$ cat config.mk
export PLATFORM = sky130hd
export DESIGN_NAME = cbor_item_encoder_flat
export DESIGN_NICKNAME = d
export VERILOG_FILES = /design/src/sv/cie_pkg.sv /design/src/sv/cie_in_if.sv /design/src/sv/cie_out_if.sv /design/src/sv/cie_front.sv /design/src/sv/cie_queue.sv /design/src/sv/cie_back.sv /design/src/sv/cbor_item_encoder.sv /design/src/flat_wrapper.sv
export SDC_FILE = /design/constraint.sdc
export NUM_CORES = 1
export LEC_CHECK = 0
export BUFFER_PORTS_ARGS = -buffer_cell sky130_fd_sc_hd__buf_2
export CORE_AREA = 3 3 194 196
export CTS_CLUSTER_DIAMETER = 200
export DETAILED_ROUTE_END_ITERATION = 8
export DIE_AREA = 0 0 197 199
export PLACE_DENSITY = 0.58
export SKIP_LAST_GASP = 1
export SLEW_MARGIN = 10
export SYNTH_ARGS = -nofsm -noshare
export SYNTH_HDL_FRONTEND = slang
export SYNTH_SLANG_ARGS = --single-unit
$ cat constraint.sdc
create_clock -name clk_i -period 6.7 [get_ports clk_i]
set_input_delay 1.005 -clock clk_i [delete_from_list [all_inputs] [get_ports clk_i]]
set_output_delay 1.005 -clock clk_i [all_outputs]
set_load 0.03 [all_outputs]
$ cat src/sv/cie_pkg.sv
// cie_pkg: shared types and constants of the cbor item encoder
// opcodes, queued command and result formats, cbor head constants
// no dependencies; the front, queue, back end and top level import this package
package cie_pkg;

  // default sizes handed down from the top level
  localparam int unsigned POS_WIDTH_DEF   = 16;
  localparam int unsigned QUEUE_DEPTH_DEF = 2;
  localparam logic [15:0] CAP_RESET       = 16'd256;

  // input opcodes
  typedef enum logic [3:0] {
    OP_UINT    = 4'd0,
    OP_SINT    = 4'd1,
    OP_TEXT    = 4'd2,
    OP_ARRAY   = 4'd3,
    OP_MAP     = 4'd4,
    OP_FLOAT   = 4'd5,
    OP_NULL    = 4'd6,
    OP_RAW     = 4'd7,
    OP_RESTART = 4'd8
  } op_e;

  // what the back end does with a queued command
  typedef enum logic [1:0] {
    K_BYTES   = 2'd0,
    K_RESTART = 2'd1,
    K_NOP     = 2'd2
  } kind_e;

  // cbor major types
  localparam logic [2:0] MT_UINT  = 3'd0;
  localparam logic [2:0] MT_NINT  = 3'd1;
  localparam logic [2:0] MT_TEXT  = 3'd3;
  localparam logic [2:0] MT_ARRAY = 3'd4;
  localparam logic [2:0] MT_MAP   = 3'd5;

  // additional info codes for the multi-byte head forms
  localparam logic [4:0] AI_U8  = 5'd24;
  localparam logic [4:0] AI_U16 = 5'd25;
  localparam logic [4:0] AI_U32 = 5'd26;
  localparam logic [4:0] AI_U64 = 5'd27;

  // simple values
  localparam logic [7:0] BYTE_FLOAT32 = 8'hFA;
  localparam logic [7:0] BYTE_NULL    = 8'hF6;
  localparam logic [7:0] EXP_ALL_ONES = 8'hFF;

  // classified item: head byte plus left-aligned payload bytes
  typedef struct packed {
    kind_e       kind;
    logic [7:0]  head;
    logic [3:0]  nbytes;   // payload bytes after the head: 0, 1, 2, 4 or 8
    logic        grouped;  // payload is written whole or not at all
    logic [63:0] payload;  // first payload byte in bits 63:56
  } cmd_t;

  // one result transaction
  typedef struct packed {
    logic        has_byte;
    logic [7:0]  out_byte;
    logic        last;
    logic        overflow;
    logic [15:0] written_count;
  } res_t;

endpackage

$ cat src/sv/cie_in_if.sv
// cie_in_if: input item channel of the cbor item encoder
// valid/ready handshake carrying opcode and value; no dependencies
interface cie_in_if;
  logic        valid;
  logic        ready;
  logic [3:0]  opcode;
  logic [63:0] value;

  modport source (output valid, output opcode, output value, input ready);
  modport sink   (input valid, input opcode, input value, output ready);
endinterface

$ cat src/sv/cie_out_if.sv
// cie_out_if: result channel of the cbor item encoder
// valid/ready handshake carrying one emitted byte or status; no dependencies
interface cie_out_if;
  logic        valid;
  logic        ready;
  logic        has_byte;
  logic [7:0]  out_byte;
  logic        last;
  logic        overflow;
  logic [15:0] written_count;

  modport source (output valid, output has_byte, output out_byte, output last,
                  output overflow, output written_count, input ready);
  modport sink   (input valid, input has_byte, input out_byte, input last,
                  input overflow, input written_count, output ready);
endinterface

$ cat src/sv/cie_front.sv
// cie_front: accepts input items and classifies them into queued commands
// picks the head form and payload bytes; depends on cie_pkg and cie_in_if
module cie_front (
  cie_in_if.sink         item_i,
  input  logic           full_i,
  output logic           push_o,
  output cie_pkg::cmd_t  cmd_o
);
  import cie_pkg::*;

  // head byte and payload for a major type and an argument value
  function automatic cmd_t head_cmd(input logic [2:0] major, input logic [63:0] v);
    cmd_t c;
    c         = '0;
    c.kind    = K_BYTES;
    if (v < 64'd24) begin
      c.head = {major, v[4:0]};
    end else if (v[63:8] == '0) begin
      c.head    = {major, AI_U8};
      c.nbytes  = 4'd1;
      c.payload = {v[7:0], 56'd0};
    end else if (v[63:16] == '0) begin
      c.head    = {major, AI_U16};
      c.nbytes  = 4'd2;
      c.grouped = 1'b1;
      c.payload = {v[15:0], 48'd0};
    end else if (v[63:32] == '0) begin
      c.head    = {major, AI_U32};
      c.nbytes  = 4'd4;
      c.grouped = 1'b1;
      c.payload = {v[31:0], 32'd0};
    end else begin
      c.head    = {major, AI_U64};
      c.nbytes  = 4'd8;
      c.payload = v;
    end
    return c;
  endfunction

  // handshake: take an item whenever the queue has room
  assign item_i.ready = !full_i;
  assign push_o       = item_i.valid && !full_i;

  // classification
  always_comb begin
    cmd_o = '0;
    unique case (op_e'(item_i.opcode))
      OP_UINT:  cmd_o = head_cmd(MT_UINT, item_i.value);
      OP_SINT: begin
        if (item_i.value[63]) cmd_o = head_cmd(MT_NINT, ~item_i.value);
        else                  cmd_o = head_cmd(MT_UINT, item_i.value);
      end
      OP_TEXT:  cmd_o = head_cmd(MT_TEXT, item_i.value);
      OP_ARRAY: cmd_o = head_cmd(MT_ARRAY, item_i.value);
      OP_MAP:   cmd_o = head_cmd(MT_MAP, item_i.value);
      OP_FLOAT: begin
        cmd_o.kind = K_BYTES;
        if (item_i.value[30:23] == EXP_ALL_ONES) begin
          // infinity or nan goes out as null
          cmd_o.head = BYTE_NULL;
        end else begin
          cmd_o.head    = BYTE_FLOAT32;
          cmd_o.nbytes  = 4'd4;
          cmd_o.grouped = 1'b1;
          cmd_o.payload = {item_i.value[31:0], 32'd0};
        end
      end
      OP_NULL: begin
        cmd_o.kind = K_BYTES;
        cmd_o.head = BYTE_NULL;
      end
      OP_RAW: begin
        cmd_o.kind = K_BYTES;
        cmd_o.head = item_i.value[7:0];
      end
      OP_RESTART: cmd_o.kind = K_RESTART;
      default:    cmd_o.kind = K_NOP;
    endcase
  end

endmodule

$ cat src/sv/cie_queue.sv
// cie_queue: short command queue between front and back end
// flop-based fifo of cmd_t entries; depends on cie_pkg
module cie_queue #(
  parameter int unsigned Depth = cie_pkg::QUEUE_DEPTH_DEF
) (
  input  logic           clk_i,
  input  logic           rst_ni,
  input  logic           push_i,
  input  cie_pkg::cmd_t  data_i,
  output logic           full_o,
  input  logic           pop_i,
  output logic           valid_o,
  output cie_pkg::cmd_t  data_o
);
  import cie_pkg::*;

  localparam int unsigned PtrW = (Depth > 1) ? $clog2(Depth) : 1;
  localparam int unsigned CntW = $clog2(Depth + 1);
  localparam logic [PtrW-1:0] LastPtr = PtrW'(Depth - 1);
  localparam logic [CntW-1:0] FullCnt = CntW'(Depth);

  cmd_t            mem_q [Depth];
  logic [PtrW-1:0] wr_ptr_q, wr_ptr_d, rd_ptr_q, rd_ptr_d;
  logic [CntW-1:0] cnt_q, cnt_d;
  logic            do_push, do_pop;

  assign full_o  = (cnt_q == FullCnt);
  assign valid_o = (cnt_q != '0);
  assign data_o  = mem_q[rd_ptr_q];
  assign do_push = push_i && !full_o;
  assign do_pop  = pop_i && valid_o;

  // pointer and fill count update
  always_comb begin
    wr_ptr_d = wr_ptr_q;
    rd_ptr_d = rd_ptr_q;
    cnt_d    = cnt_q;
    if (do_push) wr_ptr_d = (wr_ptr_q == LastPtr) ? '0 : wr_ptr_q + 1'b1;
    if (do_pop)  rd_ptr_d = (rd_ptr_q == LastPtr) ? '0 : rd_ptr_q + 1'b1;
    if (do_push && !do_pop)      cnt_d = cnt_q + 1'b1;
    else if (do_pop && !do_push) cnt_d = cnt_q - 1'b1;
  end

  always_ff @(posedge clk_i or negedge rst_ni) begin
    if (!rst_ni) begin
      wr_ptr_q <= '0;
      rd_ptr_q <= '0;
      cnt_q    <= '0;
    end else begin
      wr_ptr_q <= wr_ptr_d;
      rd_ptr_q <= rd_ptr_d;
      cnt_q    <= cnt_d;
    end
  end

  // storage
  always_ff @(posedge clk_i) begin
    if (do_push) mem_q[wr_ptr_q] <= data_i;
  end

endmodule

$ cat src/sv/cie_back.sv
// cie_back: executes queued commands, one result transaction per cycle while the
// output register is empty or being taken; holds write position and overflow
// flag, drives the output register; depends on cie_pkg and cie_out_if
module cie_back #(
  parameter int unsigned PosWidth = cie_pkg::POS_WIDTH_DEF
) (
  input  logic           clk_i,
  input  logic           rst_ni,
  input  logic [15:0]    capacity_i,
  input  logic           valid_i,
  input  cie_pkg::cmd_t  cmd_i,
  output logic           pop_o,
  cie_out_if.source      res_o
);
  import cie_pkg::*;

  localparam int unsigned CapW = (PosWidth > 16) ? PosWidth : 16;
  localparam logic [CapW-1:0] PosMax = CapW'((64'd1 << PosWidth) - 64'd1);

  logic [PosWidth-1:0] pos_q, pos_d;
  logic                ovf_q, ovf_d;
  logic [3:0]          idx_q, idx_d;
  logic                out_valid_q, out_valid_d;
  res_t                res_q, res_d;

  logic [CapW-1:0]     cap_ext;
  logic [PosWidth-1:0] lim;
  logic [PosWidth-1:0] grp_len;
  logic [2:0]          sel;
  logic [7:0]          cur_byte;
  logic                adv, step, ok, put, last_byte;

  // usable capacity is clipped to what the position counter can hold
  assign cap_ext = CapW'(capacity_i);
  assign lim     = PosWidth'((cap_ext < PosMax) ? cap_ext : PosMax);
  assign grp_len = PosWidth'(cmd_i.nbytes);

  // byte under the cursor: head at index 0, then payload msb first
  assign sel      = 3'(4'd8 - idx_q);
  assign cur_byte = (idx_q == '0) ? cmd_i.head : cmd_i.payload[{sel, 3'b000} +: 8];
  assign last_byte = (idx_q == cmd_i.nbytes);

  // output register advances when empty or being taken
  assign adv  = !out_valid_q || res_o.ready;
  assign step = adv && valid_i;

  // fit check for this cursor position
  always_comb begin
    if (ovf_q) begin
      ok = 1'b0;
    end else if (idx_q == '0 || !cmd_i.grouped) begin
      ok = (pos_q < lim);
    end else if (idx_q == 4'd1) begin
      ok = !(pos_q > lim) && !(grp_len > lim - pos_q);
    end else begin
      ok = 1'b1;
    end
  end

  // command execution
  always_comb begin
    pos_d = pos_q;
    ovf_d = ovf_q;
    idx_d = idx_q;
    pop_o = 1'b0;
    put   = 1'b0;
    res_d = res_q;
    if (step) begin
      res_d = '0;
      unique case (cmd_i.kind)
        K_RESTART: begin
          pos_d = '0;
          ovf_d = 1'b0;
          res_d.last = 1'b1;
          pop_o = 1'b1;
        end
        K_BYTES: begin
          if (ok) begin
            put   = 1'b1;
            pos_d = pos_q + 1'b1;
            res_d.has_byte = 1'b1;
            res_d.out_byte = cur_byte;
            res_d.last     = last_byte;
            pop_o          = last_byte;
            idx_d          = last_byte ? '0 : idx_q + 1'b1;
          end else begin
            // no room or already overflowed: item ends with a status result
            ovf_d = 1'b1;
            res_d.last = 1'b1;
            pop_o = 1'b1;
            idx_d = '0;
          end
        end
        default: begin
          res_d.last = 1'b1;
          pop_o = 1'b1;
        end
      endcase
      res_d.overflow      = ovf_d;
      res_d.written_count = 16'(pos_d);
    end
  end

  // output valid
  always_comb begin
    out_valid_d = out_valid_q;
    if (step)             out_valid_d = 1'b1;
    else if (res_o.ready) out_valid_d = 1'b0;
  end

  always_ff @(posedge clk_i or negedge rst_ni) begin
    if (!rst_ni) begin
      pos_q       <= '0;
      ovf_q       <= 1'b0;
      idx_q       <= '0;
      out_valid_q <= 1'b0;
    end else begin
      pos_q       <= pos_d;
      ovf_q       <= ovf_d;
      idx_q       <= idx_d;
      out_valid_q <= out_valid_d;
    end
  end

  always_ff @(posedge clk_i) begin
    res_q <= res_d;
  end

  // result port
  assign res_o.valid         = out_valid_q;
  assign res_o.has_byte      = res_q.has_byte;
  assign res_o.out_byte      = res_q.out_byte;
  assign res_o.last          = res_q.last;
  assign res_o.overflow      = res_q.overflow;
  assign res_o.written_count = res_q.written_count;

`ifndef SYNTHESIS
  // every emitted byte advances the write position by one
  a_put_advances: assert property (@(posedge clk_i) disable iff (!rst_ni)
    step && put |=> pos_q == $past(pos_q) + 1'b1)
    else $error("write position did not advance on an emitted byte");

  // overflow only clears through a restart
  a_ovf_sticky: assert property (@(posedge clk_i) disable iff (!rst_ni)
    ovf_q && !(step && cmd_i.kind == K_RESTART) |=> ovf_q)
    else $error("overflow flag dropped without restart");

  // cursor stays within the command's bytes
  a_idx_range: assert property (@(posedge clk_i) disable iff (!rst_ni)
    valid_i |-> idx_q <= cmd_i.nbytes)
    else $error("byte cursor beyond payload");

  // a status result always closes its item
  a_status_last: assert property (@(posedge clk_i) disable iff (!rst_ni)
    out_valid_q && !res_q.has_byte |-> res_q.last)
    else $error("status result without last");
`endif

endmodule

$ cat src/sv/cbor_item_encoder.sv
// cbor_item_encoder: top level of the cbor item encoder
// capacity register, front classifier, command queue and back end;
// depends on cie_pkg, cie_in_if, cie_out_if, cie_front, cie_queue, cie_back
//
// Usage:
//   item_i carries one cbor item per transaction (opcode, value). res_o carries
//   the encoded message one byte per transaction, most significant first,
//   plus a status transaction (has_byte 0) when an item writes nothing or
//   hits the capacity. last marks the final result of each item; overflow
//   and written_count show the message state after each result.
//   cfg_we_i/cfg_wdata_i write the capacity; write it only while idle.
// Timing:
//   an item gives 1 to 9 results (9 for a head with an 8-byte argument),
//   one per cycle from the back end while res_o.ready is high. The item
//   is registered in the queue, then its first result in the output register.
//   The front takes a new item every cycle while the queue has room.
// Reset:
//   capacity returns to 256, write position and overflow clear, queue empties.
// Backpressure:
//   when res_o.ready is low the result register holds, the back end stops,
//   and the queue fills; item_i.ready drops once the queue is full.
module cbor_item_encoder #(
  parameter int unsigned POSITION_WIDTH = cie_pkg::POS_WIDTH_DEF,
  parameter int unsigned QUEUE_DEPTH    = cie_pkg::QUEUE_DEPTH_DEF
) (
  input  logic        clk_i,
  input  logic        rst_ni,
  input  logic        cfg_we_i,
  input  logic [15:0] cfg_wdata_i,
  cie_in_if.sink      item_i,
  cie_out_if.source   res_o
);
  import cie_pkg::*;

  logic [15:0] cap_q, cap_d;
  logic        push, full, pop, q_valid;
  cmd_t        cmd_in, cmd_head;

  // capacity register
  assign cap_d = cfg_we_i ? cfg_wdata_i : cap_q;

  always_ff @(posedge clk_i or negedge rst_ni) begin
    if (!rst_ni) begin
      cap_q <= CAP_RESET;
    end else begin
      cap_q <= cap_d;
    end
  end

  // front: accept and classify
  cie_front u_front (
    .item_i (item_i),
    .full_i (full),
    .push_o (push),
    .cmd_o  (cmd_in)
  );

  // queue between front and back
  cie_queue #(
    .Depth (QUEUE_DEPTH)
  ) u_queue (
    .clk_i   (clk_i),
    .rst_ni  (rst_ni),
    .push_i  (push),
    .data_i  (cmd_in),
    .full_o  (full),
    .pop_i   (pop),
    .valid_o (q_valid),
    .data_o  (cmd_head)
  );

  // back: byte sequencing and capacity tracking
  cie_back #(
    .PosWidth (POSITION_WIDTH)
  ) u_back (
    .clk_i      (clk_i),
    .rst_ni     (rst_ni),
    .capacity_i (cap_q),
    .valid_i    (q_valid),
    .cmd_i      (cmd_head),
    .pop_o      (pop),
    .res_o      (res_o)
  );

endmodule

$ cat src/flat_wrapper.sv
// flat-port wrapper written by rule: the top's interface ports become plain ports
module cbor_item_encoder_flat import cie_pkg::*;
#(
  parameter int unsigned POSITION_WIDTH = cie_pkg::POS_WIDTH_DEF,
  parameter int unsigned QUEUE_DEPTH    = cie_pkg::QUEUE_DEPTH_DEF
)
  (clk_i, rst_ni, cfg_we_i, cfg_wdata_i, item_i_valid, item_i_opcode, item_i_value, item_i_ready, res_o_valid, res_o_has_byte, res_o_out_byte, res_o_last, res_o_overflow, res_o_written_count, res_o_ready);
  cie_in_if item_i_i ();
  cie_out_if res_o_i ();
  input  logic clk_i;
  input  logic rst_ni;
  input  logic cfg_we_i;
  input  logic [15:0] cfg_wdata_i;
  input wire logic [$bits(item_i_i.valid)-1:0] item_i_valid;
  input wire logic [$bits(item_i_i.opcode)-1:0] item_i_opcode;
  input wire logic [$bits(item_i_i.value)-1:0] item_i_value;
  output wire logic [$bits(item_i_i.ready)-1:0] item_i_ready;
  output wire logic [$bits(res_o_i.valid)-1:0] res_o_valid;
  output wire logic [$bits(res_o_i.has_byte)-1:0] res_o_has_byte;
  output wire logic [$bits(res_o_i.out_byte)-1:0] res_o_out_byte;
  output wire logic [$bits(res_o_i.last)-1:0] res_o_last;
  output wire logic [$bits(res_o_i.overflow)-1:0] res_o_overflow;
  output wire logic [$bits(res_o_i.written_count)-1:0] res_o_written_count;
  input wire logic [$bits(res_o_i.ready)-1:0] res_o_ready;
  assign item_i_i.valid = item_i_valid;
  assign item_i_i.opcode = item_i_opcode;
  assign item_i_i.value = item_i_value;
  assign item_i_ready = item_i_i.ready;
  assign res_o_valid = res_o_i.valid;
  assign res_o_has_byte = res_o_i.has_byte;
  assign res_o_out_byte = res_o_i.out_byte;
  assign res_o_last = res_o_i.last;
  assign res_o_overflow = res_o_i.overflow;
  assign res_o_written_count = res_o_i.written_count;
  assign res_o_i.ready = res_o_ready;
  cbor_item_encoder #(.POSITION_WIDTH(POSITION_WIDTH), .QUEUE_DEPTH(QUEUE_DEPTH)) u_core (.clk_i(clk_i), .rst_ni(rst_ni), .cfg_we_i(cfg_we_i), .cfg_wdata_i(cfg_wdata_i), .item_i(item_i_i), .res_o(res_o_i));
endmodule
==> run_results.csv <==
group,metric,value,unit
status,outcome,"finished clean",
grt,grt_max_degree,80,
logic_synthesis,yosysSeqAreaShare,52.8,%
placement,placed_area,13500,µm²
worst_setup_path,cp-end-kind,"flip-flop",
clock_tree,cts_setup_buffers,0,
min_path,holdCritPathClass,"flip-flop to flip-flop",
placement,place_inst,1617,
worst_setup_path,reg2reg_depth,11,
logic_synthesis,ys_types,76,
power,power_frac_comb,39.6,%
clock_tree,hold_buffers,0,
logic_synthesis,synth-async-reset-ratio,18.5,%
worst_setup_path,r2r_start,"u_core.u_queue.rd_ptr_q$_DFFE_PN0P_",
clock_tree,cts_tree,"done",
worst_setup_path,cp.required,6.99,ns
logic_synthesis,synthCells,1104,
worst_setup_path,rrSetupSlack,2.30,ns
min_path,min-delay-start,"u_core.u_back.res_o.valid$_DFFE_PN0P_",
floorplan,num_rows,70,
run,cap_violations,0,
sta,worst_slew_pin_slew,1.26,ns
floorplan,die_height,199,µm
logic_synthesis,yosysWarnings,0,
power,clockPowerShare,23.2,%
worst_setup_path,cpPeakStageDelay,1.00,ns
finish,fillers,3513,
power,intPower,0.00375,W
worst_setup_path,cp-start-kind,"flip-flop",
finish,final_cells,1663,
drt,drc,0,
logic_synthesis,syn_nets,1220,
clock_tree,cts_resized,0,
logic_synthesis,yosys_register_bits,227,
drt,avgRoutedWirePerCell,22.3,µm
logic_synthesis,syn_area,12500,µm²
finish,drive_gt1_share,19.9,%
floorplan,core-area,36300,µm²
clock_tree,cts_max_level,1,
worst_setup_path,r2r-end,"u_core.u_back.res_o.written_count[0]$_DFFE_PP_",
clock_tree,ctsLongestPathBuffers,3,
min_path,min_to,"u_core.u_back.res_o.valid$_DFFE_PN0P_",
drt,drtIter0Drc,945,
sta,fin_tns_setup,0,ns
worst_setup_path,cp_common_cell,"nand4_1",
power,pwr-share-seq,37.2,%
sta,fin_crit,4.40,ns
worst_setup_path,slowest_stage,"dfrtp_2",
drt,drt_first_pass_iters,6,
power,total_leakage_power,5.29,nW
placement,numPortBuffers,117,
logic_synthesis,synth_edf_count,185,
worst_setup_path,cp.arrival,4.69,ns
logic_synthesis,synth_flop_cell,"edfxtp_1",
clock_tree,clock_sinks,227,
power,power.density,418,nW/µm²
power,p_sw,0.00222,W
floorplan,die_width,197,µm
worst_setup_path,path_cells,"mux2i_1, ha_1, nand4_1, nand4_1, nor4_1, nand3_1, a2111oi_4, o22ai_2, nand2_2, inv_1, mux2_2",
min_path,worstHoldPathCells,2,
floorplan,io_pins,118,
logic_synthesis,yosysTopAreaCell,"edfxtp_1",
logic_synthesis,synth_common_cells,"edfxtp_1 (185), nand2_1 (124), o21ai_0 (99), clkbuf_1 (70), nor2_1 (68)",
finish,stdcell_area,14300,µm²
grt,grt_first_pass_wirelength,55.9,mm
sta,grt_setup_unrepaired,"false",
sta,layout_worst_path_cycle_share,65.7,%
worst_setup_path,crit_family,"flip-flops",
drt,ant_nets,0,
logic_synthesis,yosysMostFrequentCell,"edfxtp_1",
logic_synthesis,synth.top_cell.area_share,44.4,%
floorplan,start_util,34.5,%
grt,antenna_found_initial,0,
drt,routed_wl,37.1,mm
drt,vias_per_cell,5.87,
floorplan,die_area,39200,µm²
grt,grt_usage,18.5,%
placement,gp_congestion,0.965,
worst_setup_path,worstSetupPathType,"flip-flop to flip-flop",
drt,num_vias,9761,
worst_setup_path,path_buf_inv,1,
logic_synthesis,postSynthAreaPerCell,11.3,µm²
finish,final_nets,1293,
placement,place_hpwl,26.5,mm
sta,setup_viol,0,
sta,slew_headroom,15.9,%
sta,clock.fmax,0.227,GHz
power,irDropWorstVdd,0.000239,V
clock_tree,numCtsBuffers,26,
worst_setup_path,worstPathMaxFanout,29,
clock_tree,clkLatencyLatePin,0.54,ns
logic_synthesis,yosys-top-cells-area,"edfxtp_1 (44%), dfrtp_1 (8.2%), mux4_2 (7.2%)",
grt,grt_pass1_vias,9130,
finish,antenna_cells,0,
sta,hold_violations,0,
sta,skew,0.0119,ns
grt,overflow,0,
clock_tree,cts-root-buf,"clkbuf_16",
power,p_sw_share,37.1,%
finish,syn_to_final_growth,14.1,%
sta,drv_slew,0,
clock_tree,cts.clk_slew.worst_paths,0.06,ns
power by group through the flow:
stage          Clock (W)  Combinational [W]  Sequential, W
2_1_floorplan          0            0.00159        0.00232
3_3_place_gp           0            0.00236        0.00224
3_5_place_dp           0            0.00237        0.00225
4_1_cts          0.00141            0.00238        0.00223
5_1_grt          0.00147            0.00258        0.00227
6_report         0.00138            0.00236        0.00222
cell usage in the layout, fill, tap and decap left out, types with 27 or more instances in the layout:
cell	netlist	final
nor2_1	68	67
nand4_1	27	27
nand2_1	124	124
o21ai_0	99	99
inv_1	41	41
edfxtp_1	185	185
a21oi_1	57	57
buf_2	2	117
mux4_2	40	40
dfrtp_1	41	40
kinds of logic after synthesis:
kind of cell	Yosys count	share of synthesized area, %
AO/OA/AOI/OAI	309	16.7
flip-flops	227	52.8
adder cells (fa/ha/maj)	27	2.76
XOR/XNOR	18	1.26
multiplexers	78	10.5
AND/OR/NAND/NOR	324	12.4
buffers and inverters	121	3.71
worst register-to-register path, delay by kind of cell, from the launching register on:
family,cells,cell delay (ns)
flip-flops,1,1.00
multiplexers,2,0.97
AND/OR/NAND/NOR,5,0.95
AO/OA/AOI/OAI,2,0.72
adder cells (fa/ha/maj),1,0.36
buffers and inverters,1,0.13
stage by stage:
step           hold slack [ns]  worst slack (ns)  power [W]  utilization, %
2_1_floorplan            0.461              1.78    0.00390               -
3_3_place_gp             0.495              1.91    0.00460            37.1
3_5_place_dp             0.498              1.88    0.00463            37.1
4_1_cts                  0.512              2.20    0.00602            39.4
5_1_grt                  0.536              1.86    0.00631            39.4
6_report                 0.510              2.30    0.00597            39.4
metal layers:
metal | share of wire [%] | up-vias | routed length, µm | global-route usage [%]
li1 | - | 4431 | - | -
met1 | 42 | 4794 | 15800 | 25.5
met2 | 47 | 464 | 17300 | 30.1
met3 | 7.9 | 72 | 2920 | 3.51
met4 | 3.1 | 0 | 1160 | 5.46
met5 | 0 | - | 0 | 0
cell type report:
class	count	area (µm²)	area share (%)
clock buffers	32	673	4.71
repair buffers	125	646	4.52
clock inverters	14	155	1.09
flip-flops and latches	227	6610	46.3
multi-input cells	756	5460	38.2
well taps	468	586	4.10
inverters	41	154	1.08
state kept, by name, summed over array words and instances, names as in the netlist:
register / flops
u_core.u_back.idx_q: 4
u_core.u_back.res_o.valid: 1
u_core.u_back.res_o.out_byte: 8
u_core.u_back.res_o.overflow: 1
u_core.cap_q: 16
u_core.u_back.res_o.written_count: 16
u_core.u_back.res_o.last: 1
u_core.u_back.ovf_q: 1
u_core.u_queue.mem_q: 158
u_core.u_queue.wr_ptr_q: 1
u_core.u_queue.cnt_q: 2
u_core.u_back.pos_q: 16
u_core.u_queue.rd_ptr_q: 1
u_core.u_back.res_o.has_byte: 1
how the worst max path moves through the flow:
| stage | to | slack (ns) | from | cells after the start |
|---|---|---|---|---|
| after floorplan | u_core.u_queue.mem_q[0][0]$_DFFE_PP_ | 1.78 | item_i_valid | 2 |
| after global placement | u_core.u_queue.mem_q[1][25]$_DFFE_PP_ | 1.91 | item_i_opcode[0] | 6 |
| after detailed placement | u_core.u_queue.mem_q[1][23]$_DFFE_PP_ | 1.88 | item_i_opcode[0] | 6 |
| after CTS | u_core.u_back.res_o.written_count[0]$_DFFE_PP_ | 2.20 | u_core.u_queue.rd_ptr_q$_DFFE_PN0P_ | 11 |
| after global routing | u_core.u_back.res_o.written_count[0]$_DFFE_PP_ | 1.86 | u_core.u_queue.rd_ptr_q$_DFFE_PN0P_ | 11 |
| final | u_core.u_back.res_o.written_count[0]$_DFFE_PP_ | 2.30 | u_core.u_queue.rd_ptr_q$_DFFE_PN0P_ | 11 |
Power figures use the tool's default switching activity.
